===== src/design/tdbl_pkg.sv =====
package tdbl_pkg;

  // defaults and fixed limits
  localparam int unsigned LABEL_COUNT_DEF = 1024;
  localparam int unsigned MAX_TREES       = 65536;

  // field widths
  localparam int NUM_W     = 16;
  localparam int LABEL_W   = 10;
  localparam int PHASE_W   = 3;
  localparam int CFG_W     = 16;
  localparam int CFG_IDX_W = 1;

  localparam logic [NUM_W-1:0] NUM_MAX = 16'hFFFF;

  // characters
  localparam logic [7:0] CHAR_0 = 8'h30;
  localparam logic [7:0] CHAR_9 = 8'h39;

  // request kinds
  localparam logic REQ_FEED = 1'b0;
  localparam logic REQ_READ = 1'b1;

  // register indexes
  localparam logic [CFG_IDX_W-1:0] REG_LABEL_LIMIT = 1'b0;
  localparam logic [CFG_IDX_W-1:0] REG_MIN_SUPPORT = 1'b1;

  // reported phase codes
  localparam logic [PHASE_W-1:0] PHC_TREES  = 3'd0;
  localparam logic [PHASE_W-1:0] PHC_NODES  = 3'd1;
  localparam logic [PHASE_W-1:0] PHC_PARENT = 3'd2;
  localparam logic [PHASE_W-1:0] PHC_LABCNT = 3'd3;
  localparam logic [PHASE_W-1:0] PHC_LABELS = 3'd4;
  localparam logic [PHASE_W-1:0] PHC_DONE   = 3'd5;

  // result queue
  localparam int OUTQ_DEPTH = 4;
  localparam int OUTQ_AW    = 2;
  localparam int OUTQ_CW    = 3;

  typedef enum logic [5:0] {
    PH_TREES   = 6'b000001,
    PH_NODES   = 6'b000010,
    PH_PARENTS = 6'b000100,
    PH_LABCNT  = 6'b001000,
    PH_LABELS  = 6'b010000,
    PH_DONE    = 6'b100000
  } phase_t;

  typedef struct packed {
    logic [PHASE_W-1:0] phase;
    logic [NUM_W-1:0]   tree_index;
    logic [LABEL_W-1:0] largest_label;
    logic [NUM_W-1:0]   largest_node_count;
    logic               label_error;
    logic               number_overflow;
  } stat_t;

  // table operation issued in the transfer cycle
  typedef struct packed {
    logic             vld;
    logic             rd;
    logic             upd;
    logic             in_range;
    logic [NUM_W-1:0] addr;
    logic [NUM_W-1:0] tree;
  } op_t;

  // one table row
  typedef struct packed {
    logic             seen;
    logic [NUM_W-1:0] last_tree;
    logic [NUM_W-1:0] support;
  } ent_t;

  typedef struct packed {
    stat_t            stat;
    logic [NUM_W-1:0] support_value;
    logic             is_frequent;
  } rsp_t;

  function automatic logic [PHASE_W-1:0] phase_code(phase_t p);
    logic [PHASE_W-1:0] c;
    case (p)
      PH_TREES:   c = PHC_TREES;
      PH_NODES:   c = PHC_NODES;
      PH_PARENTS: c = PHC_PARENT;
      PH_LABCNT:  c = PHC_LABCNT;
      PH_LABELS:  c = PHC_LABELS;
      PH_DONE:    c = PHC_DONE;
      default:    c = PHC_TREES;
    endcase
    return c;
  endfunction

endpackage


===== src/design/tdbl_outq.sv =====
module tdbl_outq (
  input  logic                          clk,
  input  logic                          rst,
  input  logic                          push,
  input  tdbl_pkg::rsp_t                din,
  input  logic                          rdy,
  output logic                          vld,
  output tdbl_pkg::rsp_t                dout,
  output logic [tdbl_pkg::OUTQ_CW-1:0]  level
);

  localparam int QAW = tdbl_pkg::OUTQ_AW;
  localparam int QCW = tdbl_pkg::OUTQ_CW;

  tdbl_pkg::rsp_t q [tdbl_pkg::OUTQ_DEPTH];
  logic [QAW-1:0] wp;
  logic [QAW-1:0] rp;
  logic           pop;

  assign vld  = (level != '0);
  assign pop  = vld && rdy;
  assign dout = q[rp];

  always_ff @(posedge clk) begin
    if (push) q[wp] <= din;
  end

  always_ff @(posedge clk) begin
    if (rst) begin
      wp    <= '0;
      rp    <= '0;
      level <= '0;
    end else begin
      if (push) wp <= wp + QAW'(1);
      if (pop) rp <= rp + QAW'(1);
      level <= level + QCW'(push) - QCW'(pop);
    end
  end

endmodule


===== config.mk =====
export PLATFORM = sky130hd
export DESIGN_NAME = tdbl_outq
export DESIGN_NICKNAME = d
export VERILOG_FILES = /design/src/design/tdbl_pkg.sv /design/src/design/tdbl_outq.sv
export SDC_FILE = /design/constraint.sdc
export NUM_CORES = 1
export LEC_CHECK = 0
export CORE_MARGIN = 5
export CORE_UTILIZATION = 55
export CTS_BUF_LIST = sky130_fd_sc_hd__clkbuf_16
export CTS_CLUSTER_DIAMETER = 80
export DETAILED_ROUTE_END_ITERATION = 12
export DONT_BUFFER_PORTS = 1
export PLACE_DENSITY_LB_ADDON = 0.12
export SLEW_MARGIN = 25
export SYNTH_ARGS = -nofsm -noshare
export SYNTH_HDL_FRONTEND = slang
export SYNTH_SLANG_ARGS = --single-unit

===== constraint.sdc =====
create_clock -name clk -period 5 [get_ports clk]
set_input_delay 0.75 -clock clk [delete_from_list [all_inputs] [get_ports clk]]
set_output_delay 0.75 -clock clk [all_outputs]
set_load 0.03 [all_outputs]

==> results_dict.tcl <==
set metrics [dict create \
    first_iter_violations 163 \
    clk_pin_slew_ns 0.06 \
    synthFlopType "edfxtp_1" \
    synth_nets 454 \
    syn_avg_cell_area_sq_um 25.81 \
    synthAdderAreaFrac_pct 0.9722 \
    cts_inserted_buffers 26 \
    drv_slew 0 \
    fmax_mhz 301.5 \
    wl_mm 16.10 \
    yosys.area_share.simple_pct 0.7676 \
    async_reset_ff_share_pct 0 \
    clk_latency_ns 0.51 \
    grt_pass1_wl_mm 24.20 \
    met1_usage_pct 18.60 \
    die_area_sq_um 20550 \
    grt_max_degree 65 \
    drive_above_1_share_pct 24.46 \
    synth_compound_area_share_pct 0.1791 \
    ctsHoldBuffers 0 \
    leakagePower_nw 3.361 \
    grt_pass1_vias 4122 \
    global_route.usage.met3_pct 6.156 \
    wl_per_cell_microns 25.23 \
    seq_area_frac_synth_pct 80.44 \
    die_y_microns 143.4 \
    cts_resized 0 \
    row_count 48 \
    min_from "rst" \
    dpl.hpwl_mm 9.247 \
    final.setup.tns_ns 0 \
    place.gp.congestion 0.7377 \
    synth.area.mux_share_pct 15.34 \
    syn-cell-area_sq_um 9781 \
    grt_usage_pct 15.89 \
    firstDrtPassIters 4 \
    cts_setup_buffers 0 \
    synth_edf_count 256 \
    drcViolationCount 0 \
    cp_data_required_time_ns 4.25 \
    ys_warn_count 0 \
    syn_inst 379 \
    hold_viol_final 0 \
    finalCritPeriodShare_pct 66.34 \
    cts_sinks 265 \
    fin_total_pwr_mw 5.386 \
    place_ws_ns 2.119 \
    synth_top_area_share_pct 78.60 \
    synth_area_leaders "edfxtp_1 (79%), mux4_2 (14%), dfxtp_1 (1.8%)" \
    ant_nets 0 \
    nNetsFinal 469 \
    setup_viol 0 \
    period_minus_slack_ns 3.317 \
    grt_overflow 0 \
    path_class "flop to output pin" \
    io_buffers 0 \
    grt_use_met2_pct 27.52 \
    synth_cell_types 22 \
    p_per_area_nw_per_um2 502.6 \
    cts_buffer_depth 3 \
    num_vias 3753 \
    hold_path.class "primary input to flop" \
    cts-root-buf "clkbuf_16" \
    cts_tree "yes" \
    antenna_found_initial 0 \
    startpoint_type "flop" \
    insertedDiodeCount 0 \
    htree_num_levels 1 \
    maxCapViolations 0 \
    busiest_layer "met2" \
    synth-xor-area-share_pct 0.3326 \
    core_sq_um 17360 \
    ys_ff_latch 265 \
    layout_setup_ws_ns 1.683 \
    slew_headroom_pct 32.54 \
    rsz0062_at_grt "false" \
    reg2reg_from "level[1]" \
    initial_core_util_pct 56.35 \
    synth_largest_area_cell "edfxtp_1" \
    vias_per_cell 5.882 \
    hold_ws_ns 0.3025 \
    final_util_pct 61.74 \
    worst_slew_pin_slew_ns 1.012 \
    status "finished, final reports clean" \
    crit_arrival_ns 2.57 \
    synth_top_family_by_area "multiplexers" \
    num_io_pins 136 \
    peakVddDrop_v 0.0005179 \
    dieWidth_microns 143.4 \
    critPathCaptureType "output pin" \
    syn2layout_area_growth_pct 9.569 \
    cp_max_fo 29 \
    clock_skew_ns 0.01824 \
]
-- worst max-delay path, cell delays in order, from the launching register on --
cell     delay (ns)
dfxtp_4        0.74
buf_12         0.29
buf_4          0.32
mux4_2         0.66
-- sequential cells by signal, indices dropped and copies added, names as in the netlist, named ones only --
register / flops
rp: 2
wp: 2
q: 256
level: 3
-- cell usage in the layout, fill, tap and decap left out, drive strengths merged --
| cell | synthesis | layout |
|---|---|---|
| and2 | 4 | 4 |
| buf | 13 | 2 |
| bufinv | 0 | 1 |
| clkbuf | 2 | 27 |
| clkinv | 0 | 9 |
| dfxtp | 9 | 9 |
| edfxtp | 256 | 256 |
| fa | 1 | 1 |
| ha | 6 | 6 |
| inv | 6 | 16 |
| mux2 | 3 | 3 |
| mux2i | 1 | 1 |
| mux4 | 64 | 64 |
| nor2 | 5 | 5 |
| nor2b | 4 | 4 |
| o311ai | 1 | 1 |
| o31a | 1 | 1 |
| or3 | 1 | 1 |
| xnor2 | 1 | 1 |
| xor3 | 1 | 1 |
-- power breakdown --
group	total, mW	internal (mW)	switching [mW]
clock	1.74	1.02	0.725
combinational	0.940	0.354	0.586
sequential	2.70	2.57	0.138
-- through the flow --
step	instances	instance area, sq um
after floorplan	379	9781
after global placement	590	9917
after detailed placement	591	9937
after CTS	638	10720
after global routing	638	10720
final	638	10720
-- synth_stat cells, types with 3 or more instances --
library cell  instances
mux4_2               60
mux4_1                4
nor2b_1               4
nor2_1                5
buf_12                6
mux2_2                3
buf_2                 6
inv_1                 6
ha_1                  6
and2_1                4
edfxtp_1            256
dfxtp_1               9
-- path summary, 6_finish.rpt --
check | to | slack (ns) | cells after the start
setup / recovery | dout[9] | 1.68 | 3
hold / removal | wp[0] | 0.30 | 1
setup reg to reg | level[2] | 2.92 | 7
hold reg to reg | wp[1] | 0.56 | 2
-- layer usage --
layer	share of wire, %	wire [microns]	up-vias
li1	-	-	1638
met1	36	5788	1973
met2	53	8461	113
met3	9.4	1518	29
met4	2.0	326	0
met5	0	0	-
-- cell type report --
cell class              count  area [sq um]
inverters                   6         22.52
well taps                 225         281.5
clock inverters            20         103.9
multi-input cells          93          1730
fillers                  1163          6640
flip-flops and latches    265          7875
repair buffers              2         27.53
clock buffers              27         675.6
-- cell families (layout without fill, tap and decap cells) --
group / Yosys count / after routing
adders and majority gates: 7 / 7
buffers and inverters: 21 / 55
muxes: 68 / 68
and+or+nand+nor: 14 / 14
xor gates and xnor gates: 2 / 2
DFF: 265 / 265
AOI/OAI and AO/OA: 2 / 2
(Power assumes the default switching activity.)
