### src/design/tdbl_pkg.sv
package tdbl_pkg;

  // defaults and fixed limits
  localparam int unsigned LABEL_COUNT_DEF = 1024;
  localparam int unsigned MAX_TREES       = 65536;

  // field widths
  localparam int NUM_W     = 16;
  localparam int LABEL_W   = 10;
  localparam int PHASE_W   = 3;
  localparam int CFG_W     = 16;
  localparam int CFG_IDX_W = 1;

  localparam logic [NUM_W-1:0] NUM_MAX = 16'hFFFF;

  // characters
  localparam logic [7:0] CHAR_0 = 8'h30;
  localparam logic [7:0] CHAR_9 = 8'h39;

  // request kinds
  localparam logic REQ_FEED = 1'b0;
  localparam logic REQ_READ = 1'b1;

  // register indexes
  localparam logic [CFG_IDX_W-1:0] REG_LABEL_LIMIT = 1'b0;
  localparam logic [CFG_IDX_W-1:0] REG_MIN_SUPPORT = 1'b1;

  // reported phase codes
  localparam logic [PHASE_W-1:0] PHC_TREES  = 3'd0;
  localparam logic [PHASE_W-1:0] PHC_NODES  = 3'd1;
  localparam logic [PHASE_W-1:0] PHC_PARENT = 3'd2;
  localparam logic [PHASE_W-1:0] PHC_LABCNT = 3'd3;
  localparam logic [PHASE_W-1:0] PHC_LABELS = 3'd4;
  localparam logic [PHASE_W-1:0] PHC_DONE   = 3'd5;

  // result queue
  localparam int OUTQ_DEPTH = 4;
  localparam int OUTQ_AW    = 2;
  localparam int OUTQ_CW    = 3;

  typedef enum logic [5:0] {
    PH_TREES   = 6'b000001,
    PH_NODES   = 6'b000010,
    PH_PARENTS = 6'b000100,
    PH_LABCNT  = 6'b001000,
    PH_LABELS  = 6'b010000,
    PH_DONE    = 6'b100000
  } phase_t;

  typedef struct packed {
    logic [PHASE_W-1:0] phase;
    logic [NUM_W-1:0]   tree_index;
    logic [LABEL_W-1:0] largest_label;
    logic [NUM_W-1:0]   largest_node_count;
    logic               label_error;
    logic               number_overflow;
  } stat_t;

  // table operation issued in the transfer cycle
  typedef struct packed {
    logic             vld;
    logic             rd;
    logic             upd;
    logic             in_range;
    logic [NUM_W-1:0] addr;
    logic [NUM_W-1:0] tree;
  } op_t;

  // one table row
  typedef struct packed {
    logic             seen;
    logic [NUM_W-1:0] last_tree;
    logic [NUM_W-1:0] support;
  } ent_t;

  typedef struct packed {
    stat_t            stat;
    logic [NUM_W-1:0] support_value;
    logic             is_frequent;
  } rsp_t;

  function automatic logic [PHASE_W-1:0] phase_code(phase_t p);
    logic [PHASE_W-1:0] c;
    case (p)
      PH_TREES:   c = PHC_TREES;
      PH_NODES:   c = PHC_NODES;
      PH_PARENTS: c = PHC_PARENT;
      PH_LABCNT:  c = PHC_LABCNT;
      PH_LABELS:  c = PHC_LABELS;
      PH_DONE:    c = PHC_DONE;
      default:    c = PHC_TREES;
    endcase
    return c;
  endfunction

endpackage

### src/design/tdbl_parse.sv
module tdbl_parse #(
  parameter int unsigned LABEL_COUNT = tdbl_pkg::LABEL_COUNT_DEF
) (
  input  logic                            clk,
  input  logic                            rst,
  input  logic                            fire,
  input  logic                            req_type,
  input  logic [7:0]                      text_byte,
  input  logic [tdbl_pkg::LABEL_W-1:0]    query_label,
  input  logic [tdbl_pkg::LABEL_W-1:0]    label_limit,
  output tdbl_pkg::op_t                   op,
  output tdbl_pkg::stat_t                 stat
);

  localparam int NW = tdbl_pkg::NUM_W;

  tdbl_pkg::phase_t             phase, phase_next;
  logic [NW-1:0]                acc, acc_next;
  logic [NW-1:0]                trees_total, trees_total_next;
  logic [NW-1:0]                cur_tree, cur_tree_next;
  logic [NW-1:0]                items_left, items_left_next;
  logic [tdbl_pkg::LABEL_W-1:0] max_label, max_label_next;
  logic [NW-1:0]                max_nodes, max_nodes_next;
  logic                         lbl_err, lbl_err_next;
  logic                         ovf, ovf_next;

  logic          feed;
  logic          is_digit;
  logic [3:0]    digit;
  logic [19:0]   acc_x10;
  logic          acc_sat;
  logic          lbl_ok;
  logic [NW-1:0] il_dec;
  logic [NW:0]   cur_inc;
  logic          tree_end;
  logic [NW-1:0] trees_v;

  assign feed     = fire && (req_type == tdbl_pkg::REQ_FEED) && (phase != tdbl_pkg::PH_DONE);
  assign is_digit = (text_byte >= tdbl_pkg::CHAR_0) && (text_byte <= tdbl_pkg::CHAR_9);
  assign digit    = 4'(text_byte - tdbl_pkg::CHAR_0);
  assign acc_x10  = 20'({acc, 3'b000}) + 20'({acc, 1'b0}) + 20'(digit);
  assign acc_sat  = acc_x10 > 20'(tdbl_pkg::NUM_MAX);
  assign lbl_ok   = (acc <= NW'(label_limit)) && (32'(acc) < 32'(LABEL_COUNT));
  assign il_dec   = (items_left != '0) ? items_left - NW'(1) : '0;
  assign cur_inc  = (NW+1)'(cur_tree) + (NW+1)'(1);
  assign tree_end = cur_inc >= (NW+1)'(trees_total);
  assign trees_v  = (32'(acc) > 32'(tdbl_pkg::MAX_TREES)) ? NW'(tdbl_pkg::MAX_TREES) : acc;

  always_comb begin
    phase_next       = phase;
    acc_next         = acc;
    trees_total_next = trees_total;
    cur_tree_next    = cur_tree;
    items_left_next  = items_left;
    max_label_next   = max_label;
    max_nodes_next   = max_nodes;
    lbl_err_next     = lbl_err;
    ovf_next         = ovf;
    if (feed) begin
      if (is_digit) begin
        if (acc_sat) begin
          acc_next = tdbl_pkg::NUM_MAX;
          ovf_next = 1'b1;
        end else begin
          acc_next = NW'(acc_x10);
        end
      end else begin
        acc_next = '0;
        case (phase)
          tdbl_pkg::PH_TREES: begin
            trees_total_next = trees_v;
            cur_tree_next    = '0;
            phase_next       = (trees_v == '0) ? tdbl_pkg::PH_DONE : tdbl_pkg::PH_NODES;
          end
          tdbl_pkg::PH_NODES: begin
            if (acc > max_nodes) max_nodes_next = acc;
            items_left_next = acc;
            phase_next      = (acc == '0) ? tdbl_pkg::PH_LABCNT : tdbl_pkg::PH_PARENTS;
          end
          tdbl_pkg::PH_PARENTS: begin
            items_left_next = il_dec;
            if (il_dec == '0) phase_next = tdbl_pkg::PH_LABCNT;
          end
          tdbl_pkg::PH_LABCNT: begin
            items_left_next = acc;
            if (acc == '0) begin
              cur_tree_next = NW'(cur_inc);
              phase_next    = tree_end ? tdbl_pkg::PH_DONE : tdbl_pkg::PH_NODES;
            end else begin
              phase_next = tdbl_pkg::PH_LABELS;
            end
          end
          tdbl_pkg::PH_LABELS: begin
            if (lbl_ok) begin
              if (acc > NW'(max_label)) max_label_next = tdbl_pkg::LABEL_W'(acc);
            end else begin
              lbl_err_next = 1'b1;
            end
            items_left_next = il_dec;
            if (il_dec == '0) begin
              cur_tree_next = NW'(cur_inc);
              phase_next    = tree_end ? tdbl_pkg::PH_DONE : tdbl_pkg::PH_NODES;
            end
          end
          default: ;
        endcase
      end
    end
  end

  always_ff @(posedge clk) begin
    if (rst) begin
      phase       <= tdbl_pkg::PH_TREES;
      acc         <= '0;
      trees_total <= '0;
      cur_tree    <= '0;
      items_left  <= '0;
      max_label   <= '0;
      max_nodes   <= '0;
      lbl_err     <= 1'b0;
      ovf         <= 1'b0;
    end else begin
      phase       <= phase_next;
      acc         <= acc_next;
      trees_total <= trees_total_next;
      cur_tree    <= cur_tree_next;
      items_left  <= items_left_next;
      max_label   <= max_label_next;
      max_nodes   <= max_nodes_next;
      lbl_err     <= lbl_err_next;
      ovf         <= ovf_next;
    end
  end

  // label update goes to the table with the tree number before any increment
  always_comb begin
    op.vld      = fire;
    op.rd       = (req_type == tdbl_pkg::REQ_READ);
    op.upd      = feed && !is_digit && (phase == tdbl_pkg::PH_LABELS) && lbl_ok;
    op.in_range = 32'(query_label) < 32'(LABEL_COUNT);
    op.addr     = op.rd ? NW'(query_label) : acc;
    op.tree     = cur_tree;
  end

  always_comb begin
    stat.phase              = tdbl_pkg::phase_code(phase);
    stat.tree_index         = cur_tree;
    stat.largest_label      = max_label;
    stat.largest_node_count = max_nodes;
    stat.label_error        = lbl_err;
    stat.number_overflow    = ovf;
  end

  a_done_holds: assert property (@(posedge clk) disable iff (rst)
    (phase == tdbl_pkg::PH_DONE) |=> (phase == tdbl_pkg::PH_DONE))
    else $error("parser left the done phase");

  a_err_sticky: assert property (@(posedge clk) disable iff (rst)
    (lbl_err && ovf) |=> (lbl_err && ovf))
    else $error("sticky flag cleared");

endmodule

### config.mk
export PLATFORM = sky130hd
export DESIGN_NAME = tdbl_parse
export DESIGN_NICKNAME = d
export VERILOG_FILES = /design/src/design/tdbl_pkg.sv /design/src/design/tdbl_parse.sv
export SDC_FILE = /design/constraint.sdc
export NUM_CORES = 1
export LEC_CHECK = 0
export BUFFER_PORTS_ARGS = -buffer_cell sky130_fd_sc_hd__clkbuf_2
export CAP_MARGIN = 10
export CORE_ASPECT_RATIO = 1.25
export CORE_UTILIZATION = 39
export DETAILED_ROUTE_END_ITERATION = 8
export GPL_ROUTABILITY_DRIVEN = 0
export GPL_TIMING_DRIVEN = 1
export PLACE_DENSITY = 0.6
export SYNTH_ARGS = -nofsm -noshare
export SYNTH_HDL_FRONTEND = slang
export SYNTH_SLANG_ARGS = --single-unit
### constraint.sdc
create_clock -name clk -period 5.98 [get_ports clk]
set_clock_uncertainty 0.15 [all_clocks]
set_input_delay 0 -clock clk [delete_from_list [all_inputs] [get_ports clk]]
set_output_delay 0 -clock clk [all_outputs]
set_load 0.02 [all_outputs]
==> summary.txt <==
Timing
  • RSZ-0062 raised after global routing: no
  • Period utilization: 70.8%
  • Final hold vios: 0
  • Slew headroom: 25.3%
  • Final setup vio count: 0
  • Max Slew Vio Count: 0
  • Setup TNS Final: 0 ns
  • Post-layout min period: 4.23 ns
  • Actual slew at the worst max-slew pin: 1.12 ns
  • Final hold slack: 0.0505 ns
  • Fmax: 0.236 GHz

Floorplanning
  • Initial Util: 40.3%
  • Die height: 155 µm
  • Rows: 55
  • Core footprint: 18200 µm²
  • Total die area: 19400 µm²
  • Die Wd: 125 µm
  • Io pins: 115

Worst setup path
  • Critical path class: reg2reg
  • CP max FO: 13
  • Reg2reg setup slack: 1.75 ns
  • CP endpoint kind: register
  • Worst setup SP type: register
  • Arr. time, crit path: 4.31 ns
  • CP Data Required Time: 6.06 ns

Logic synthesis
  • Seq/Total Area, Yosys: 26.7%
  • #FFs+latches synth: 98
  • Synth unique cells: 67
  • Synth area leader: dfxtp_1
  • Post-Syn Area: 7340 µm²
  • Top cells by area, synth: dfxtp_1 (27%), ha_1 (14%), mux2i_1 (6.0%)
  • Main synth FF type: dfxtp_1
  • Top cell type's share of synthesized area: 26.7%
  • Cell count after synthesis: 897
  • Asr flop ratio synth: 0%
  • Post-synth EDFFs: 0
  • Net Count, Synth: 1016
  • Syn. warnings: 0
  • Syn_area_per_cell: 8.19 µm²

Global routing
  • Global-route wire length before repair: 32.7 mm
  • Gr usage total: 20.9%
  • Largest net degree at the start of global routing: 73
  • Grt total ovfl: 0
  • Vias in the first global route: 6228
  • Antenna violations before repair: 0

Layout
  • Most common cell after layout, fill and taps aside: clkbuf_2
  • Layout cells sized above 1: 16.2%
  • Finished Layout Cells: 1201
  • Commonest cells after routing, fill and taps aside: clkbuf_2 (113), dfxtp_1 (98), nor2_1 (87), ha_1 (85), nand2_1 (73)
  • Nets: 1087
  • Synthesis-to-layout area growth: 12.3%
  • Filler cells: 1841
  • N_diodes: 0
  • Fin util: 45.2%

Power and ir drop
  • Pint: 1.05 mW
  • Sw Share: 27.3%
  • Clk pwr share: 42.0%
  • Maximum vdd drop: 0.000132 V
  • Net Switching: 0.396 mW
  • Pleak: 3.95 nW
  • Seq pwr share: 46.3%
  • Gate power share: 11.7%
  • P per Cell Area: 176 nW/µm²
  • Tot Pwr: 1.45 mW

Detailed routing
  • Vias: 6633
  • Antenna-violating nets left: 0
  • # DRC: 0
  • DR WL/cell: 16.8 µm
  • DR iter-0 viols: 358
  • Drt pass-1 iters: 5
  • Routed WL: 20.2 mm
  • Vias per inst: 5.52

Clock tree
  • Clock Root Buffer: clkbuf_16
  • Clock Pin Slew Worst Setup and Hold Paths: 0.07 ns
  • H-tree Lvls: 3
  • Clock buffer depth: 2
  • Clk_lat worst skew: 0.35 ns
  • # clock sinks: 98
  • CTS tree: built
  • Cts repair resizes: 0
  • Cts bufs inserted: 9

Status
  • Outcome: finished, final reports clean

Job
  • Max-Cap Viols: 0

Placement
  • Post-DP HPWL: 14.5 mm
  • Placed insts: 1182
  • IO Port Bufs: 113

Hold path
  • Worst hold path class: in2reg
-- cells by family (layout without fill, tap and decap cells) --
logic type                 count (synthesis)  count (layout)  share of synthesized area [%]
and+or+nand+nor                          301             301                           20.6
AOI/OAI and AO/OA                        199             199                           18.4
buffers and inverters                    127             203                           8.13
DFF                                       98              98                           26.7
adders and majority gates                 87              87                           15.0
muxes                                     53              53                           7.38
xor gates and xnor gates                  31              31                           3.70
other                                      1               1                         0.0511
-- layer usage --
metal,routed length [µm],track usage (%),vias up
met5,0,0,-
met4,346,6.02,0
met3,895,2.13,22
met2,9630,35.9,172
met1,9300,27.5,3086
li1,-,-,3353
-- cell usage after synthesis (3+ instances only) --
cell / n
a21oi_1: 41
dfxtp_1: 98
o21ai_0: 39
buf_6: 4
nor4b_1: 10
nor3_1: 24
nor2b_1: 17
a211oi_1: 9
and3_1: 14
buf_4: 22
xnor2_1: 15
nand3_1: 16
nor2_1: 87
o21bai_1: 4
a32o_1: 14
o21a_1: 8
clkbuf_1: 33
a22oi_1: 4
xor2_1: 16
buf_2: 6
nand2_1: 73
and2_1: 7
mux2i_1: 44
o211ai_1: 6
inv_1: 62
a221oi_1: 6
a221o_1: 4
ha_1: 85
or4_1: 4
nand2b_1: 5
a31oi_1: 3
nor4_1: 15
nand3b_1: 5
a21o_1: 14
nand4_1: 13
o21ai_1: 21
mux2_2: 9
-- worst paths after layout --
kind                              from                    to  cells after the start
hold reg to reg   lbl_err$_SDFFE_PP0P_  lbl_err$_SDFFE_PP0P_                      1
setup reg to reg   acc[2]$_SDFFE_PP0P_  acc[12]$_SDFFE_PP0P_                     10
hold / removal            text_byte[5]   acc[4]$_SDFFE_PP0P_                      5
setup / recovery   acc[2]$_SDFFE_PP0P_  acc[12]$_SDFFE_PP0P_                     10
-- power groups by stage --
stage / clock network [mW] / registers [mW] / logic [mW]
after global routing: 0.644 / 0.673 / 0.190
final: 0.609 / 0.672 / 0.170
after global placement: 0 / 0.687 / 0.167
after detailed placement: 0 / 0.687 / 0.167
after floorplan: 0 / 0.679 / 0.131
after CTS: 0.616 / 0.672 / 0.170
-- flip-flops by register name, indices dropped and copies added, names as in the netlist --
register	cells
acc	16
cur_tree	16
items_left	16
max_nodes	16
trees_total	16
max_label	10
phase	6
lbl_err	1
ovf	1
-- critical path, stage by stage, from the launching register on --
cell       delay (ns)
dfxtp_1          0.69
fa_1             0.56
fa_1             0.50
a211oi_1         0.32
o211ai_1         0.19
a41oi_1          0.30
o21ai_0          0.16
xnor2_1          0.15
o2111ai_1        0.46
and2_1           0.37
a221o_1          0.28
-- per-stage QoR --
stage,instance area (µm²),worst slack (ns)
finish,8250,1.75
global route,8250,1.43
CTS,8250,1.73
detailed placement,7910,1.74
global placement,7910,1.81
floorplan,7340,2.55
-- cell type report --
type	instances	area (µm²)	area share [%]
repair buffers	125	663	8.04
inverters	62	233	2.82
flip-flops and latches	98	1960	23.8
well taps	228	285	3.46
clock buffers	9	225	2.73
clock inverters	7	77.6	0.941
multi-input cells	672	4800	58.2
-- repair_timing --
action	4_1_cts	5_1_grt
buffers inserted	0	0
hold endpoints to repair	3	0
hold buffers	3	0
Note: power is estimated with default switching activity, not from simulation.
